### src/rtl/bresenham_line_stepper_core_macros.svh
// Assertion macros shared by the line stepper RTL.
`ifndef BRESENHAM_LINE_STEPPER_CORE_MACROS_SVH
`define BRESENHAM_LINE_STEPPER_CORE_MACROS_SVH

`ifndef SYNTHESIS

`define BLS_ASSERT_NEVER(label, clk, rst_n, expr, msg) \
  label: assert property (@(posedge clk) disable iff (!rst_n) !(expr)) else $error(msg);

`define BLS_ASSERT_IMPLIES(label, clk, rst_n, ante, cons, msg) \
  label: assert property (@(posedge clk) disable iff (!rst_n) (ante) |-> (cons)) \
    else $error(msg);

`define BLS_ASSERT_NEXT(label, clk, rst_n, ante, cons, msg) \
  label: assert property (@(posedge clk) disable iff (!rst_n) (ante) |=> (cons)) \
    else $error(msg);

`else

`define BLS_ASSERT_NEVER(label, clk, rst_n, expr, msg)

`define BLS_ASSERT_IMPLIES(label, clk, rst_n, ante, cons, msg)

`define BLS_ASSERT_NEXT(label, clk, rst_n, ante, cons, msg)

`endif

`endif

### src/rtl/bls_pkg.sv
// Types and constants of the line stepper.
package bls_pkg;

  localparam int COORD_BITS = 16;

  typedef logic signed [COORD_BITS-1:0] coord_t;
  typedef logic        [COORD_BITS-1:0] mag_t;
  typedef logic        [COORD_BITS:0]   tdelta_t;
  typedef logic        [COORD_BITS:0]   count_t;
  typedef logic signed [COORD_BITS+1:0] err_t;

  typedef enum logic {
    OP_LOAD = 1'b0,
    OP_STEP = 1'b1
  } opcode_t;

  typedef struct packed {
    opcode_t opcode;
    coord_t  x_start;
    coord_t  y_start;
    coord_t  x_end;
    coord_t  y_end;
  } in_item_t;

  typedef struct packed {
    coord_t pixel_x;
    coord_t pixel_y;
    logic   last;
  } out_item_t;

  // classified command handed from front to back
  typedef struct packed {
    logic    is_load;
    coord_t  x;
    coord_t  y;
    tdelta_t twice_dx;
    tdelta_t twice_dy;
    mag_t    major;
    logic    x_major;
    logic    x_down;
    logic    y_down;
  } cmd_t;

endpackage

### src/rtl/bls_fifo.sv
// Small synchronous FIFO built from registers.
`include "bresenham_line_stepper_core_macros.svh"

module bls_fifo #(
  parameter type ITEM_T = logic,
  parameter int  DEPTH  = 2
) (
  input  logic  clk,
  input  logic  rst_n,
  input  logic  push,
  input  ITEM_T push_data,
  output logic  full,
  input  logic  pop,
  output ITEM_T pop_data,
  output logic  empty
);

  localparam int AW = (DEPTH > 1) ? $clog2(DEPTH) : 1;
  localparam int CW = $clog2(DEPTH + 1);

  ITEM_T         mem_r [DEPTH];
  logic [AW-1:0] wr_ptr_r, wr_ptr_nxt;
  logic [AW-1:0] rd_ptr_r, rd_ptr_nxt;
  logic [CW-1:0] count_r, count_nxt;
  logic          push_ok, pop_ok;

  assign full     = (count_r == CW'(DEPTH));
  assign empty    = (count_r == '0);
  assign push_ok  = push && !full;
  assign pop_ok   = pop && !empty;
  assign pop_data = mem_r[rd_ptr_r];

  always_comb begin
    wr_ptr_nxt = wr_ptr_r;
    rd_ptr_nxt = rd_ptr_r;
    count_nxt  = count_r;
    if (push_ok) begin
      wr_ptr_nxt = (wr_ptr_r == AW'(DEPTH - 1)) ? '0 : wr_ptr_r + 1'b1;
    end
    if (pop_ok) begin
      rd_ptr_nxt = (rd_ptr_r == AW'(DEPTH - 1)) ? '0 : rd_ptr_r + 1'b1;
    end
    if (push_ok && !pop_ok) begin
      count_nxt = count_r + 1'b1;
    end else if (pop_ok && !push_ok) begin
      count_nxt = count_r - 1'b1;
    end
  end

  always_ff @(posedge clk) begin
    if (!rst_n) begin
      wr_ptr_r <= '0;
      rd_ptr_r <= '0;
      count_r  <= '0;
    end else begin
      wr_ptr_r <= wr_ptr_nxt;
      rd_ptr_r <= rd_ptr_nxt;
      count_r  <= count_nxt;
    end
  end

  always_ff @(posedge clk) begin
    if (push_ok) begin
      mem_r[wr_ptr_r] <= push_data;
    end
  end

  `BLS_ASSERT_NEVER(a_count_bound, clk, rst_n, count_r > CW'(DEPTH), "fifo count overflow")
  `BLS_ASSERT_NEXT(a_count_up, clk, rst_n, push_ok && !pop_ok, count_r == $past(count_r) + 1'b1, "fifo count did not rise")
  `BLS_ASSERT_NEXT(a_count_dn, clk, rst_n, pop_ok && !push_ok, count_r == $past(count_r) - 1'b1, "fifo count did not fall")

endmodule

### src/rtl/bls_front.sv
// Front end: classifies items, works out deltas of loads, queues commands.
module bls_front #(
  parameter int CMD_DEPTH = 4
) (
  input  logic              clk,
  input  logic              rst_n,
  input  logic              push,
  input  bls_pkg::in_item_t in_item,
  output logic              full,
  output logic              cmd_valid,
  output bls_pkg::cmd_t     cmd,
  input  logic              cmd_pop
);
  import bls_pkg::*;

  logic signed [COORD_BITS:0] dx_s, dy_s, dx_neg, dy_neg;
  mag_t  adx, ady;
  logic  x_major;
  cmd_t  cmd_in;
  logic  cmd_empty;

  always_comb begin
    dx_s   = {in_item.x_end[COORD_BITS-1], in_item.x_end}
           - {in_item.x_start[COORD_BITS-1], in_item.x_start};
    dy_s   = {in_item.y_end[COORD_BITS-1], in_item.y_end}
           - {in_item.y_start[COORD_BITS-1], in_item.y_start};
    dx_neg = -dx_s;
    dy_neg = -dy_s;
    adx    = dx_s[COORD_BITS] ? dx_neg[COORD_BITS-1:0] : dx_s[COORD_BITS-1:0];
    ady    = dy_s[COORD_BITS] ? dy_neg[COORD_BITS-1:0] : dy_s[COORD_BITS-1:0];
    // ties go to x
    x_major = (adx >= ady);

    cmd_in.is_load  = (in_item.opcode == OP_LOAD);
    cmd_in.x        = in_item.x_start;
    cmd_in.y        = in_item.y_start;
    cmd_in.twice_dx = {adx, 1'b0};
    cmd_in.twice_dy = {ady, 1'b0};
    cmd_in.major    = x_major ? adx : ady;
    cmd_in.x_major  = x_major;
    cmd_in.x_down   = dx_s[COORD_BITS];
    cmd_in.y_down   = dy_s[COORD_BITS];
  end

  bls_fifo #(
    .ITEM_T (cmd_t),
    .DEPTH  (CMD_DEPTH)
  ) u_cmd_q (
    .clk       (clk),
    .rst_n     (rst_n),
    .push      (push),
    .push_data (cmd_in),
    .full      (full),
    .pop       (cmd_pop),
    .pop_data  (cmd),
    .empty     (cmd_empty)
  );

  assign cmd_valid = !cmd_empty;

endmodule

### src/rtl/bls_back.sv
// Back end: segment state, one pixel step per cycle while the result queue has room, result queue.
`include "bresenham_line_stepper_core_macros.svh"

module bls_back #(
  parameter int OUT_DEPTH = 2
) (
  input  logic               clk,
  input  logic               rst_n,
  input  logic               cmd_valid,
  input  bls_pkg::cmd_t      cmd,
  output logic               cmd_pop,
  output logic               empty,
  input  logic               pop,
  output bls_pkg::out_item_t out_item
);
  import bls_pkg::*;

  coord_t  cur_x_r, cur_x_nxt;
  coord_t  cur_y_r, cur_y_nxt;
  err_t    err_r, err_nxt;
  tdelta_t tdx_r, tdx_nxt;
  tdelta_t tdy_r, tdy_nxt;
  count_t  left_r, left_nxt;
  logic    x_major_r, x_major_nxt;
  logic    x_down_r, x_down_nxt;
  logic    y_down_r, y_down_nxt;
  logic    active_r, active_nxt;

  err_t      major_d, minor_d, err_sub, err_fix;
  logic      minor_step, step_x, step_y, last;
  coord_t    x_stepped, y_stepped;
  logic      out_push, out_full;
  out_item_t out_data;

  always_comb begin
    major_d    = x_major_r ? err_t'({1'b0, tdx_r}) : err_t'({1'b0, tdy_r});
    minor_d    = x_major_r ? err_t'({1'b0, tdy_r}) : err_t'({1'b0, tdx_r});
    err_sub    = err_r - minor_d;
    err_fix    = err_sub + major_d;
    minor_step = err_sub[COORD_BITS+1];
    step_x     = x_major_r || minor_step;
    step_y     = !x_major_r || minor_step;
    // coordinates wrap past the end point; those values are never emitted
    x_stepped  = x_down_r ? cur_x_r - coord_t'(1) : cur_x_r + coord_t'(1);
    y_stepped  = y_down_r ? cur_y_r - coord_t'(1) : cur_y_r + coord_t'(1);
    last       = (left_r == count_t'(1));

    out_data.pixel_x = cur_x_r;
    out_data.pixel_y = cur_y_r;
    out_data.last    = last;
  end

  always_comb begin
    cur_x_nxt   = cur_x_r;
    cur_y_nxt   = cur_y_r;
    err_nxt     = err_r;
    tdx_nxt     = tdx_r;
    tdy_nxt     = tdy_r;
    left_nxt    = left_r;
    x_major_nxt = x_major_r;
    x_down_nxt  = x_down_r;
    y_down_nxt  = y_down_r;
    active_nxt  = active_r;
    cmd_pop     = 1'b0;
    out_push    = 1'b0;

    if (cmd_valid) begin
      if (cmd.is_load) begin
        cmd_pop     = 1'b1;
        cur_x_nxt   = cmd.x;
        cur_y_nxt   = cmd.y;
        err_nxt     = err_t'({2'b00, cmd.major});
        tdx_nxt     = cmd.twice_dx;
        tdy_nxt     = cmd.twice_dy;
        left_nxt    = count_t'({1'b0, cmd.major}) + 1'b1;
        x_major_nxt = cmd.x_major;
        x_down_nxt  = cmd.x_down;
        y_down_nxt  = cmd.y_down;
        active_nxt  = 1'b1;
      end else if (!active_r) begin
        // step with no segment: dropped
        cmd_pop = 1'b1;
      end else if (!out_full) begin
        cmd_pop    = 1'b1;
        out_push   = 1'b1;
        cur_x_nxt  = step_x ? x_stepped : cur_x_r;
        cur_y_nxt  = step_y ? y_stepped : cur_y_r;
        err_nxt    = minor_step ? err_fix : err_sub;
        left_nxt   = left_r - 1'b1;
        active_nxt = !last;
      end
    end
  end

  always_ff @(posedge clk) begin
    if (!rst_n) begin
      cur_x_r   <= '0;
      cur_y_r   <= '0;
      err_r     <= '0;
      tdx_r     <= '0;
      tdy_r     <= '0;
      left_r    <= '0;
      x_major_r <= 1'b0;
      x_down_r  <= 1'b0;
      y_down_r  <= 1'b0;
      active_r  <= 1'b0;
    end else begin
      cur_x_r   <= cur_x_nxt;
      cur_y_r   <= cur_y_nxt;
      err_r     <= err_nxt;
      tdx_r     <= tdx_nxt;
      tdy_r     <= tdy_nxt;
      left_r    <= left_nxt;
      x_major_r <= x_major_nxt;
      x_down_r  <= x_down_nxt;
      y_down_r  <= y_down_nxt;
      active_r  <= active_nxt;
    end
  end

  bls_fifo #(
    .ITEM_T (out_item_t),
    .DEPTH  (OUT_DEPTH)
  ) u_out_q (
    .clk       (clk),
    .rst_n     (rst_n),
    .push      (out_push),
    .push_data (out_data),
    .full      (out_full),
    .pop       (pop),
    .pop_data  (out_item),
    .empty     (empty)
  );

  `BLS_ASSERT_NEVER(a_active_left, clk, rst_n, active_r != (left_r != '0), "active flag and pixel count disagree")
  `BLS_ASSERT_IMPLIES(a_emit_active, clk, rst_n, out_push, active_r && !cmd.is_load, "pixel emitted without a segment")
  `BLS_ASSERT_NEXT(a_last_ends, clk, rst_n, out_push && last, !active_r, "segment still active after last pixel")

endmodule

### src/rtl/bresenham_line_stepper_core.sv
// Line stepper top level: a load sets up a segment, each step in it returns one pixel.
// Path: a step goes into the command queue, then its pixel into the result queue.
// Throughput: one transaction per cycle on both sides unless a full queue stalls it;
// the back end's per-pixel error update (subtract, sign test, add back) is combinational.
// Reset: synchronous, active low; clears both queues and drops any active segment.
module bresenham_line_stepper_core #(
  parameter int CMD_DEPTH = 4,
  parameter int OUT_DEPTH = 2
) (
  input  logic               clk,
  input  logic               rst_n,
  input  logic               push,
  output logic               full,
  input  bls_pkg::in_item_t  in_item,
  output logic               empty,
  input  logic               pop,
  output bls_pkg::out_item_t out_item
);
  import bls_pkg::*;

  logic cmd_valid;
  logic cmd_pop;
  cmd_t cmd;

  bls_front #(
    .CMD_DEPTH (CMD_DEPTH)
  ) u_front (
    .clk       (clk),
    .rst_n     (rst_n),
    .push      (push),
    .in_item   (in_item),
    .full      (full),
    .cmd_valid (cmd_valid),
    .cmd       (cmd),
    .cmd_pop   (cmd_pop)
  );

  bls_back #(
    .OUT_DEPTH (OUT_DEPTH)
  ) u_back (
    .clk       (clk),
    .rst_n     (rst_n),
    .cmd_valid (cmd_valid),
    .cmd       (cmd),
    .cmd_pop   (cmd_pop),
    .empty     (empty),
    .pop       (pop),
    .out_item  (out_item)
  );

endmodule

### config.mk
export PLATFORM = sky130hd
export DESIGN_NAME = bresenham_line_stepper_core
export DESIGN_NICKNAME = d
export VERILOG_FILES = /design/src/rtl/bls_pkg.sv /design/src/rtl/bls_fifo.sv /design/src/rtl/bls_front.sv /design/src/rtl/bls_back.sv /design/src/rtl/bresenham_line_stepper_core.sv
export VERILOG_INCLUDE_DIRS = /design/src /design/src/rtl
export SDC_FILE = /design/constraint.sdc
export NUM_CORES = 1
export LEC_CHECK = 0
export BUFFER_PORTS_ARGS = -buffer_cell sky130_fd_sc_hd__buf_4
export CAP_MARGIN = 40
export CELL_PAD_IN_SITES_DETAIL_PLACEMENT = 0
export CELL_PAD_IN_SITES_GLOBAL_PLACEMENT = 2
export CORE_ASPECT_RATIO = 0.5
export CORE_UTILIZATION = 47
export CTS_CLUSTER_DIAMETER = 50
export DETAILED_ROUTE_END_ITERATION = 6
export MAX_ROUTING_LAYER = met4
export PLACE_DENSITY = 0.87
export SETUP_SLACK_MARGIN = 0.02
export SLEW_MARGIN = 10
export SYNTH_ARGS = -nofsm -noshare
export SYNTH_HDL_FRONTEND = slang
export SYNTH_HIERARCHICAL = 1
export SYNTH_SLANG_ARGS = --single-unit
export TNS_END_PERCENT = 100
### constraint.sdc
create_clock -name clk -period 10.9 [get_ports clk]
set_clock_uncertainty 0.05 [all_clocks]
set_input_delay 1.09 -clock clk [delete_from_list [all_inputs] [get_ports clk]]
set_output_delay 1.09 -clock clk [all_outputs]
set_load 0.01 [all_outputs]
Yosys cells after proc, flatten, opt, wreduce, memory -nomap -nowiden --
Memory sizes are Yosys's and may differ from the RTL's. A register that Yosys moved wholly into a read port is not among the register bits. Index checks and enable logic that the tools add are counted.
Cells by class: add/sub/neg operators 20, order comparisons 1, equality and inequality tests 6, mux-type cells 48, bitwise gates (word level) 2, reduce and logical (&&, ||, !) cells 31
Operator list (number):
- $mux 16 | 13
- $mux 17 | 5
- $mux 18 | 4
- $sub 16x16->17 | 2
- $add 16x2->16 const B | 2
- $neg 16->16 | 2
- $sub 16x2->16 const B | 2
- $add 18x18->18 | 1
- $mux 1 | 18
- $sub 18x18->18 | 1
- $add 16x1->17 const B | 1
- $eq 17x1->1 const B | 1
- $sub 17x1->17 const B | 1
- $ge 16x16->1 | 1
- $mux 2 | 6
- $logic_not 1->1 | 10
- $reduce_bool 2->1 | 5
- $logic_and 1x1->1 | 8
- $reduce_and 4->1 | 2
- $add 2x1->2 const B | 3
- $eq 2x2->1 const B | 3
- $mux 3 | 2
- $add 3x1->3 const B | 1
- $eq 3x3->1 const B | 1
- 10 further kinds | 13
Word-level totals: register bits 116, bits in writable memories 402, input port bits 69, output and inout bits 35, logic and storage cells 126, memories 2
Memory list:
- u_front.u_cmd_q.mem_r | words 4, bits a word 84, read ports 1, clocked after memory_dff 1, write ports 1, line bls_fifo.sv:21 | ITEM_T mem_r [DEPTH];
- u_back.u_out_q.mem_r | words 2, bits a word 33, read ports 1, clocked after memory_dff 1, write ports 1, line bls_fifo.sv:21

Depth between registers and ports, before layout --
Gate-level depths: netlist of run 1.
depth after elaboration 10, gate-level depth with buffers 24, mapped depth without buffers 22

Hierarchy --
The synthesis of run 1 kept the hierarchy.
By module, submodules not included:
- bls_fifo (u_front.u_cmd_q) | instances 1, cells an instance 501, area each 12917.4 um^2, sequential area each 10510.1 um^2
- bls_back | instances 1, cells an instance 1107, area each 8339.2 um^2, sequential area each 2102.0 um^2
- bls_front | instances 1, cells an instance 463, area each 3113.0 um^2, sequential area each 0.0 um^2
- bls_fifo (u_back.u_out_q) | instances 1, cells an instance 128, area each 2607.5 um^2, sequential area each 2082.0 um^2

Worst setup path before layout of run 1 --
No wires, ideal clock.
path kind input to register, start point input port in_item[37] in the netlist's numbering, end point memory u_front/u_cmd_q/mem_r[0][16] in the netlist's numbering, data pin, library setup time 184 ps, arrival time 6152 ps, data required time 10666 ps, slack 4515 ps, stages on the path 24, buffers on the path 3, cells stage by stage inv_1 > ha_1 > buf_2 > o211a_1 > a211oi_1 > a211oi_1 > o21ai_0 > a21oi_1 > o31a_1 > inv_1 > clkbuf_1 > o21ai_0 > xor2_1 > ha_1 > a21o_1 > a211oi_1 > o21ai_0 > a21oi_1 > o21ai_0 > a21oi_1 > o21ai_0 > a21oi_1 > clkbuf_1 > mux2i_1
RTL lines:
- start: declaration | line bresenham_line_stepper_core.sv:14 | input bls_pkg::in_item_t in_item,
- end: declaration | line bls_fifo.sv:21

==> metrics.log, run 1 <==
INFO  metric cp_data_required_time = about 11000 ps
INFO  metric routed_wire_length_per_instance = approximately 22 um
INFO  metric dr_total_vias = 18100
INFO  metric tightest_hold_check_type = flop to flop
INFO  metric cts-resized-gates = 0
INFO  metric grt.met2_usage = 0.358
INFO  metric h_tree_levels = 2
INFO  metric yosys.cell_types.count = 85
INFO  metric grt_antenna_before_repair = 2
INFO  metric setup.worst_path.class = primary input to flop
INFO  metric cts_tree = built
INFO  metric clkSinkCount = between 500 and 600
INFO  metric reg_clk_slew_reported_paths = roughly 70 ps
INFO  metric timing.critical_path.mode_cell = sky130_fd_sc_hd__o21ai_0
INFO  metric post-route-period-util = 0.596
INFO  metric postLayoutSetupSlackWorst = around 4400 ps
INFO  metric maxClockFrequency = ~0.15 GHz
INFO  metric leakagePower = ~11 nW
INFO  metric die_area = 0.0584 mm^2
INFO  metric rsz_0062_raised_after_global_routing = no
INFO  metric ys.warnings.count = 6
INFO  metric fin_util = 0.537
INFO  metric synth_edf_count = between 400 and 500
INFO  metric cpLargestDelayFamily = compound AO/OA/AOI/OAI gates
INFO  metric floorplan.die.height = 171 um
INFO  metric row_count = 61
INFO  metric met1_usage = 0.346
INFO  metric critPathLaunchType = primary input
INFO  metric yosysTopAreaCellShare = 0.456
INFO  metric synth_seq_cells = 529
INFO  metric worst_path_largest_cell_delay = between 400 and 500 ps
INFO  metric grt.total_usage = 0.246
INFO  metric root_buffer = sky130_fd_sc_hd__clkbuf_16
INFO  metric weighted_congestion_at_the_end_of_routability_driven_global_placement = about 0.90
INFO  metric critical_path.endpoint_type = flop
INFO  metric worst-endpoint-arrival = between 6000 and 7000 ps
INFO  metric place.port_buffers = around 100
INFO  metric netlist.top_cell.by_area = sky130_fd_sc_hd__edfxtp_1
INFO  metric cts-buffers-inserted = between 40 and 50
INFO  metric timing.critical_path.buf_inv = 3
INFO  metric postSynth.asyncResetShare = 0
INFO  metric post-place-ws = slightly below 4000 ps
INFO  metric initialDrtViolationCount = 1678
INFO  metric maxSlewViolCount = 0
INFO  metric setup_repair_bufs_after_cts = 0
INFO  metric final_nets = ~2500
INFO  metric detail_route.wirelength = between 60000 and 70000 um
INFO  metric detailedRoute.firstPassIterationCount = 7
INFO  metric die_width = around 340 um
INFO  metric filler_cell_count = approximately 4800
INFO  metric clkLatencyLatePin = ~590 ps
INFO  metric drc_errors = 0
INFO  metric grt_max_degree = 62
INFO  metric areaGrowthSynthToFinish = 11.6%
INFO  metric floorplan.initialDensity = 0.481
INFO  metric syn-mean-instance-area = 12.3 um^2
INFO  metric timing.slew.headroom = 0.387
INFO  metric via_count_of_the_first_global_routing_pass = 17600
INFO  metric ant_nets = 0
INFO  metric total_power = roughly 0.0092 W
INFO  metric syn-instance-count = between 2000 and 2500
INFO  metric holdBufCountCts = 0
INFO  metric holdCritStartpoint = u_back/err_r[0]$_SDFFE_PN0P_
INFO  metric netlist_area_pre_place = between 0.02 and 0.03 mm^2
INFO  metric yosys-top-cells-area = sky130_fd_sc_hd__edfxtp_1, sky130_fd_sc_hd__dfxtp_1, sky130_fd_sc_hd__mux4_2
INFO  metric overflow = 0
INFO  metric ys_seq_area_frac = 0.545
INFO  metric vdd.ir_drop.worst = 0.000134 V
INFO  metric critical_path.cell_chain = buf_4 > ha_1 > fa_1 > nor2b_1 > o21ai_0 > a211oi_1 > o21ai_0 > a21oi_1 > o31a_1 > inv_1 > o21ai_0 > xor2_1 > ha_1 > a21o_1 > a211oi_1 > o21ai_0 > a21oi_1 > o21ai_0 > a21oi_1 > o21ai_0 > a21oi_2 > buf_4 > mux2i_1
INFO  metric fin_setup_tns = 0 ps
INFO  metric status = complete, no violations
INFO  metric worst_pin_slew = between 900 and 1000 ps
INFO  metric coreArea = about 0.056 mm^2
INFO  metric layout-drive-gt1-share = 0.164
INFO  metric finalWorstPathRequiredPeriod = around 6500 ps
INFO  metric whs = roughly 410 ps
INFO  metric slowest_stage_cell_on_the_critical_path = sky130_fd_sc_hd__a211oi_1
INFO  metric max-cap-violations = 0
INFO  metric dp_wirelength = between 40000 and 50000 um
INFO  metric global_route_wire_length_before_repair = about 110000 um
INFO  metric setup_viol_count_final = 0
INFO  metric critical_path_peak_fanout = 16
INFO  metric synth_ff_type = sky130_fd_sc_hd__edfxtp_1
INFO  metric crit_start = in_item[32]
INFO  metric clk_path_buf_depth = 3
INFO  metric global_route.usage.met3 = 0.0664
INFO  metric boundary_pin_count = 104
INFO  metric global_routing_s_busiest_layer = met2
INFO  metric vias_per_cell = approximately 5.9
INFO  metric final_hold_viol_count = 0
INFO  metric power_per_cell_area = a little over 300 mW/mm^2
INFO  metric timing.rr.start = u_back/x_major_r$_SDFFE_PN0P_
==> worst min-delay path: cells and delay by family, from the launching register on <==
family,cells,cell delay [ps]
compound gates,1,50
flops,1,310
simple gates,1,50
==> per-stage QoR <==
| stage | area (um^2) | cells |
|---|---|---|
| final | 30100 | 3082 |
| after global routing | 30100 | 3081 |
| after CTS | 30100 | 3081 |
| after detailed placement | 28500 | 2992 |
| after global placement | 28400 | 2987 |
| after floorplan | 27000 | 2206 |
==> cells in the mapped netlist (27+ instances only) <==
master	n
sky130_fd_sc_hd__nor2_1	126
sky130_fd_sc_hd__a211oi_1	32
sky130_fd_sc_hd__clkbuf_1	68
sky130_fd_sc_hd__nor3_1	38
sky130_fd_sc_hd__xor2_1	36
sky130_fd_sc_hd__xnor2_1	67
sky130_fd_sc_hd__edfxtp_1	410
sky130_fd_sc_hd__mux2_2	51
sky130_fd_sc_hd__ha_1	123
sky130_fd_sc_hd__a21o_1	27
sky130_fd_sc_hd__nand2_1	175
sky130_fd_sc_hd__inv_1	111
sky130_fd_sc_hd__a21oi_1	150
sky130_fd_sc_hd__mux2i_1	43
sky130_fd_sc_hd__dfxtp_1	119
sky130_fd_sc_hd__nand3_1	54
sky130_fd_sc_hd__mux4_2	86
sky130_fd_sc_hd__o21ai_0	99
==> power breakdown <==
part	switching (W)	internal, W	total, W
sequential	0.000250	0.00267	0.00292
combinational	0.00277	0.00178	0.00455
clock	0.000766	0.000953	0.00172
total	0.00379	0.00540	0.00919
==> routing by layer <==
layer	up-vias	wire (um)
met3	78	6060
met2	558	29000
li1	8532	-
met5	-	0
met4	0	1060
met1	8897	32800
==> layout by cell type (no fill, tap or decap), types with 51 or more instances in the layout <==
master                       n
sky130_fd_sc_hd__buf_4     127
sky130_fd_sc_hd__ha_1      123
sky130_fd_sc_hd__nor2_1    126
sky130_fd_sc_hd__nand3_1    54
sky130_fd_sc_hd__o21ai_0    98
sky130_fd_sc_hd__mux2_2     51
sky130_fd_sc_hd__nand2_1   174
sky130_fd_sc_hd__a21oi_1   149
sky130_fd_sc_hd__dfxtp_1   116
sky130_fd_sc_hd__mux4_2     85
sky130_fd_sc_hd__edfxtp_1  410
sky130_fd_sc_hd__xnor2_1    67
sky130_fd_sc_hd__inv_1     111
==> registers in the layout, summed over array words and instances (netlist names), named ones only <==
signal,flops
u_back/tdx_r,17
u_back/active_r,1
u_back/x_major_r,1
u_back/u_out_q/mem_r,66
u_back/u_out_q/wr_ptr_r,1
u_back/u_out_q/rd_ptr_r,1
u_back/cur_x_r,16
u_front/u_cmd_q/wr_ptr_r,2
u_back/cur_y_r,16
u_front/u_cmd_q/count_r,3
u_back/tdy_r,17
u_back/u_out_q/count_r,2
u_front/u_cmd_q/rd_ptr_r,2
u_back/x_down_r,1
u_back/y_down_r,1
u_back/left_r,17
u_back/err_r,18
u_front/u_cmd_q/mem_r,344
==> final cells by class <==
type	count	area (um^2)	area share
clock inverter	29	273	0.00906
multi-input combinational	1463	11400	0.380
tap	756	946	0.0314
clock buffer	60	1310	0.0434
antenna	1	2.50	0.0000831
timing repair buffer	131	1020	0.0339
inverter	113	424	0.0141
sequential	529	14700	0.488
==> path summary, 6_finish.rpt <==
path / to / slack (ps) / depth (start not counted)
worst max-delay path: u_front/u_cmd_q/mem_r[1][7]$_DFFE_PP_ / 4410 / 23
worst min-delay path: u_back/err_r[0]$_SDFFE_PN0P_ / 410 / 2
worst max register to register: u_back/err_r[13]$_SDFFE_PN0P_ / 6100 / 16
worst min register to register: u_back/err_r[0]$_SDFFE_PN0P_ / 410 / 2
==> cell families (layout without fill, tap and decap cells) <==
group                    Yosys count  in the layout  synth area share
flip-flops                       529            529             0.545
other                              1              9          0.000139
multiplexers                     180            180             0.109
adder cells (fa/ha/maj)          130            130            0.0622
AO/OA/AOI/OAI                    498            498             0.121
XOR/XNOR                         103            103            0.0334
AND/OR/NAND/NOR                  544            544            0.0959
buffers and inverters            214            333            0.0340
No activity file was read; power rests on OpenSTA's default activity.
==> inputs of run 2 (changes only) <==
--- a/config.mk
+++ b/config.mk
@@ -11,11 +11,11 @@
 export CELL_PAD_IN_SITES_DETAIL_PLACEMENT = 0
 export CELL_PAD_IN_SITES_GLOBAL_PLACEMENT = 2
 export CORE_ASPECT_RATIO = 0.5
-export CORE_UTILIZATION = 47
+export CORE_UTILIZATION = 39
 export CTS_CLUSTER_DIAMETER = 50
 export DETAILED_ROUTE_END_ITERATION = 6
 export MAX_ROUTING_LAYER = met4
-export PLACE_DENSITY = 0.87
+export PLACE_DENSITY = 0.78
 export SETUP_SLACK_MARGIN = 0.02
 export SLEW_MARGIN = 10
 export SYNTH_ARGS = -nofsm -noshare
==> constraint.sdc (replaced) <==
create_clock -name clk -period 5.5 [get_ports clk]
set_clock_uncertainty 0.05 [all_clocks]
set_input_delay 0.55 -clock clk [delete_from_list [all_inputs] [get_ports clk]]
set_output_delay 0.55 -clock clk [all_outputs]
set_load 0.01 [all_outputs]
==> metrics.log, run 2 (synthesized netlist as in run 1, its figures left out) <==
INFO  metric final_hold_viol_count = 0 (unchanged)
INFO  metric via_count_of_the_first_global_routing_pass = 17700 (+0.48%)
INFO  metric die_area = 0.0703 mm^2 (+20%)
INFO  metric maxSlewViolCount = 0 (unchanged)
INFO  metric final_nets = 2523 (+1.5%)
INFO  metric clk_path_buf_depth = 3 (unchanged)
INFO  metric tightest_hold_check_type = primary input to flop
INFO  metric worst_pin_slew = 823 ps (-87.6 ps)
INFO  metric overflow = 0 (unchanged)
INFO  metric finalWorstPathRequiredPeriod = 4940 ps
INFO  metric drc_errors = 0 (unchanged)
INFO  metric cp_data_required_time = 5820 ps (-5400 ps)
INFO  metric max-cap-violations = 0 (unchanged)
INFO  metric timing.slew.headroom = 0.451 (+0.0640)
INFO  metric setup.worst_path.class = primary input to flop
INFO  metric power_per_cell_area = 608 mW/mm^2 (+99%)
INFO  metric critical_path.endpoint_type = flop
INFO  metric most-common-layout-cells = sky130_fd_sc_hd__edfxtp_1, sky130_fd_sc_hd__nand2_1, sky130_fd_sc_hd__buf_4
INFO  metric vias_per_cell = 5.51 (-6.0%)
INFO  metric detail_route.wirelength = 69500 um (+0.93%)
INFO  metric leakagePower = 11.4 nW (+2.8%)
INFO  metric fin_setup_tns = 0 ps (unchanged)
INFO  metric dp_wirelength = 48900 um (+2.8%)
INFO  metric fin_util = 0.456 (-0.0803)
INFO  metric clkSinkCount = 529 (unchanged)
INFO  metric setup_viol_count_final = 0 (unchanged)
INFO  metric reg_clk_slew_reported_paths = 60 ps (about the same)
INFO  metric top_register = u_front/u_cmd_q/mem_r
INFO  metric row_count = 67 (+9.8%)
INFO  metric weighted_congestion_at_the_end_of_routability_driven_global_placement = 0.865 (-3.4%)
INFO  metric ant_nets = 0 (unchanged)
INFO  metric die_width = 374 um (+9.7%)
INFO  metric filler_cell_count = 6086 (+26%)
INFO  metric rsz_0062_raised_after_global_routing = no
INFO  metric worst-endpoint-arrival = 5250 ps (-1570 ps)
INFO  metric boundary_pin_count = 104 (unchanged)
INFO  metric cts-resized-gates = 0 (unchanged)
INFO  metric detailedRoute.firstPassIterationCount = 7 (unchanged)
INFO  metric post-route-period-util = 0.898
INFO  metric largest_reg_flops = 344 (unchanged)
INFO  metric place.port_buffers = 103 (unchanged)
INFO  metric setup_repair_bufs_after_cts = 0 (unchanged)
INFO  metric layout-drive-gt1-share = 0.178 (+0.0136)
INFO  metric h_tree_levels = 2 (unchanged)
INFO  metric critPathLaunchType = primary input
INFO  metric cts-buffers-inserted = 51 (+6.3%)
INFO  metric dr_total_vias = 18000 (-0.46%)
INFO  metric root_buffer = sky130_fd_sc_hd__clkbuf_16
INFO  metric initialDrtViolationCount = 1379 (-18%)
INFO  metric clkLatencyLatePin = 610 ps (+20 ps)
INFO  metric routed_wire_length_per_instance = 21.3 um (-4.7%)
INFO  metric maxClockFrequency = between 0.2 and 0.25 GHz
INFO  metric grt_antenna_before_repair = 1 (-1)
INFO  metric floorplan.die.height = 188 um (+9.7%)
INFO  metric critical_path_peak_fanout = 17 (+1)
INFO  metric areaGrowthSynthToFinish = 14.4%
INFO  metric status = complete, no violations
INFO  metric global_route_wire_length_before_repair = 106000 um (+0.81%)
INFO  metric floorplan.initialDensity = 0.399 (-0.0821)
INFO  metric grt_max_degree = 83 (+34%)
INFO  metric holdBufCountCts = 0 (unchanged)
INFO  metric largestRegisters = u_front/u_cmd_q/mem_r: 344 flops, u_back/u_out_q/mem_r: 66 flops, u_back/err_r: 18 flops
INFO  metric post-place-ws = 63.0 ps (-3810 ps)
INFO  metric layout_commonest_cell = sky130_fd_sc_hd__edfxtp_1
INFO  metric cts_tree = built
INFO  metric vdd.ir_drop.worst = 0.000387 V (+190%)
INFO  metric postLayoutSetupSlackWorst = 561 ps (-3840 ps)
INFO  metric coreArea = 0.0677 mm^2 (+21%)
INFO  metric grt.total_usage = 0.203 (-0.0425)
run 2: metal layers:
metal  global-route usage  share of wire  vias to the layer above
met1                0.301           0.50                     8914
met2                0.294           0.42                      402
li1                     -              -                     8602
met4               0.0334          0.011                        0
met3               0.0352          0.060                       64
met5                    -              0                        -
run 2: final timing paths:
kind	to	slack (ps)	depth (start not counted)	startpoint
setup / recovery	u_front/u_cmd_q/mem_r[3][16]$_DFFE_PP_	560	24	in_item[48]
hold / removal	u_front/u_cmd_q/mem_r[3][53]$_DFFE_PP_	110	1	in_item[32]
setup reg to reg	u_back/err_r[13]$_SDFFE_PN0P_	1170	16	u_back/x_major_r$_SDFFE_PN0P_
hold reg to reg	u_back/err_r[3]$_SDFFE_PN0P_	410	2	u_back/err_r[3]$_SDFFE_PN0P_
run 2: stage by stage:
step | instances | area, um^2 | hold WS, ps | power (W)
final | 3264 | 30900 | 111 | 0.0188
after floorplan | 2206 | 27000 | 378 | 0.0123
after detailed placement | 3167 | 29000 | 400 | 0.0150
after global placement | 3162 | 29000 | 393 | 0.0149
after global routing | 3263 | 30900 | 84.8 | 0.0200
after CTS | 3262 | 30900 | 79.5 | 0.0189
run 2: report_power, final:
part	internal [W]	switching [W]	total, W
clock	0.00225	0.00158	0.00383
combinational	0.00361	0.00562	0.00924
sequential	0.00530	0.000410	0.00571
run 2: layout make-up:
| type | count | area (um^2) | share of cell area |
|---|---|---|---|
| sequential | 529 | 14700 | 0.476 |
| multi-input combinational | 1463 | 11400 | 0.370 |
| timing repair buffer | 166 | 1370 | 0.0443 |
| clock buffer | 59 | 1350 | 0.0436 |
| tap | 897 | 1120 | 0.0364 |
| clock inverter | 36 | 477 | 0.0154 |
| inverter | 113 | 424 | 0.0137 |
| antenna | 1 | 2.50 | 0.0000811 |
run 2: worst max-delay path, stage by stage:
cell and delay [ps]:
sky130_fd_sc_hd__buf_4 130, sky130_fd_sc_hd__ha_1 220, sky130_fd_sc_hd__fa_1 420, sky130_fd_sc_hd__nand2b_1 180, sky130_fd_sc_hd__a21oi_1 210, sky130_fd_sc_hd__a21o_1 210
sky130_fd_sc_hd__a21o_1 140, sky130_fd_sc_hd__o211ai_1 100, sky130_fd_sc_hd__a31oi_1 170, sky130_fd_sc_hd__buf_4 200, sky130_fd_sc_hd__a31oi_1 70, sky130_fd_sc_hd__xnor2_1 270
sky130_fd_sc_hd__inv_1 150, sky130_fd_sc_hd__ha_1 310, sky130_fd_sc_hd__a21o_1 190, sky130_fd_sc_hd__a211oi_1 210, sky130_fd_sc_hd__o21ai_0 120, sky130_fd_sc_hd__a21oi_1 200
sky130_fd_sc_hd__o21ai_0 110, sky130_fd_sc_hd__a21oi_1 150, sky130_fd_sc_hd__o21ai_0 120, sky130_fd_sc_hd__a21oi_2 210, sky130_fd_sc_hd__buf_12 210, sky130_fd_sc_hd__mux2i_1 370
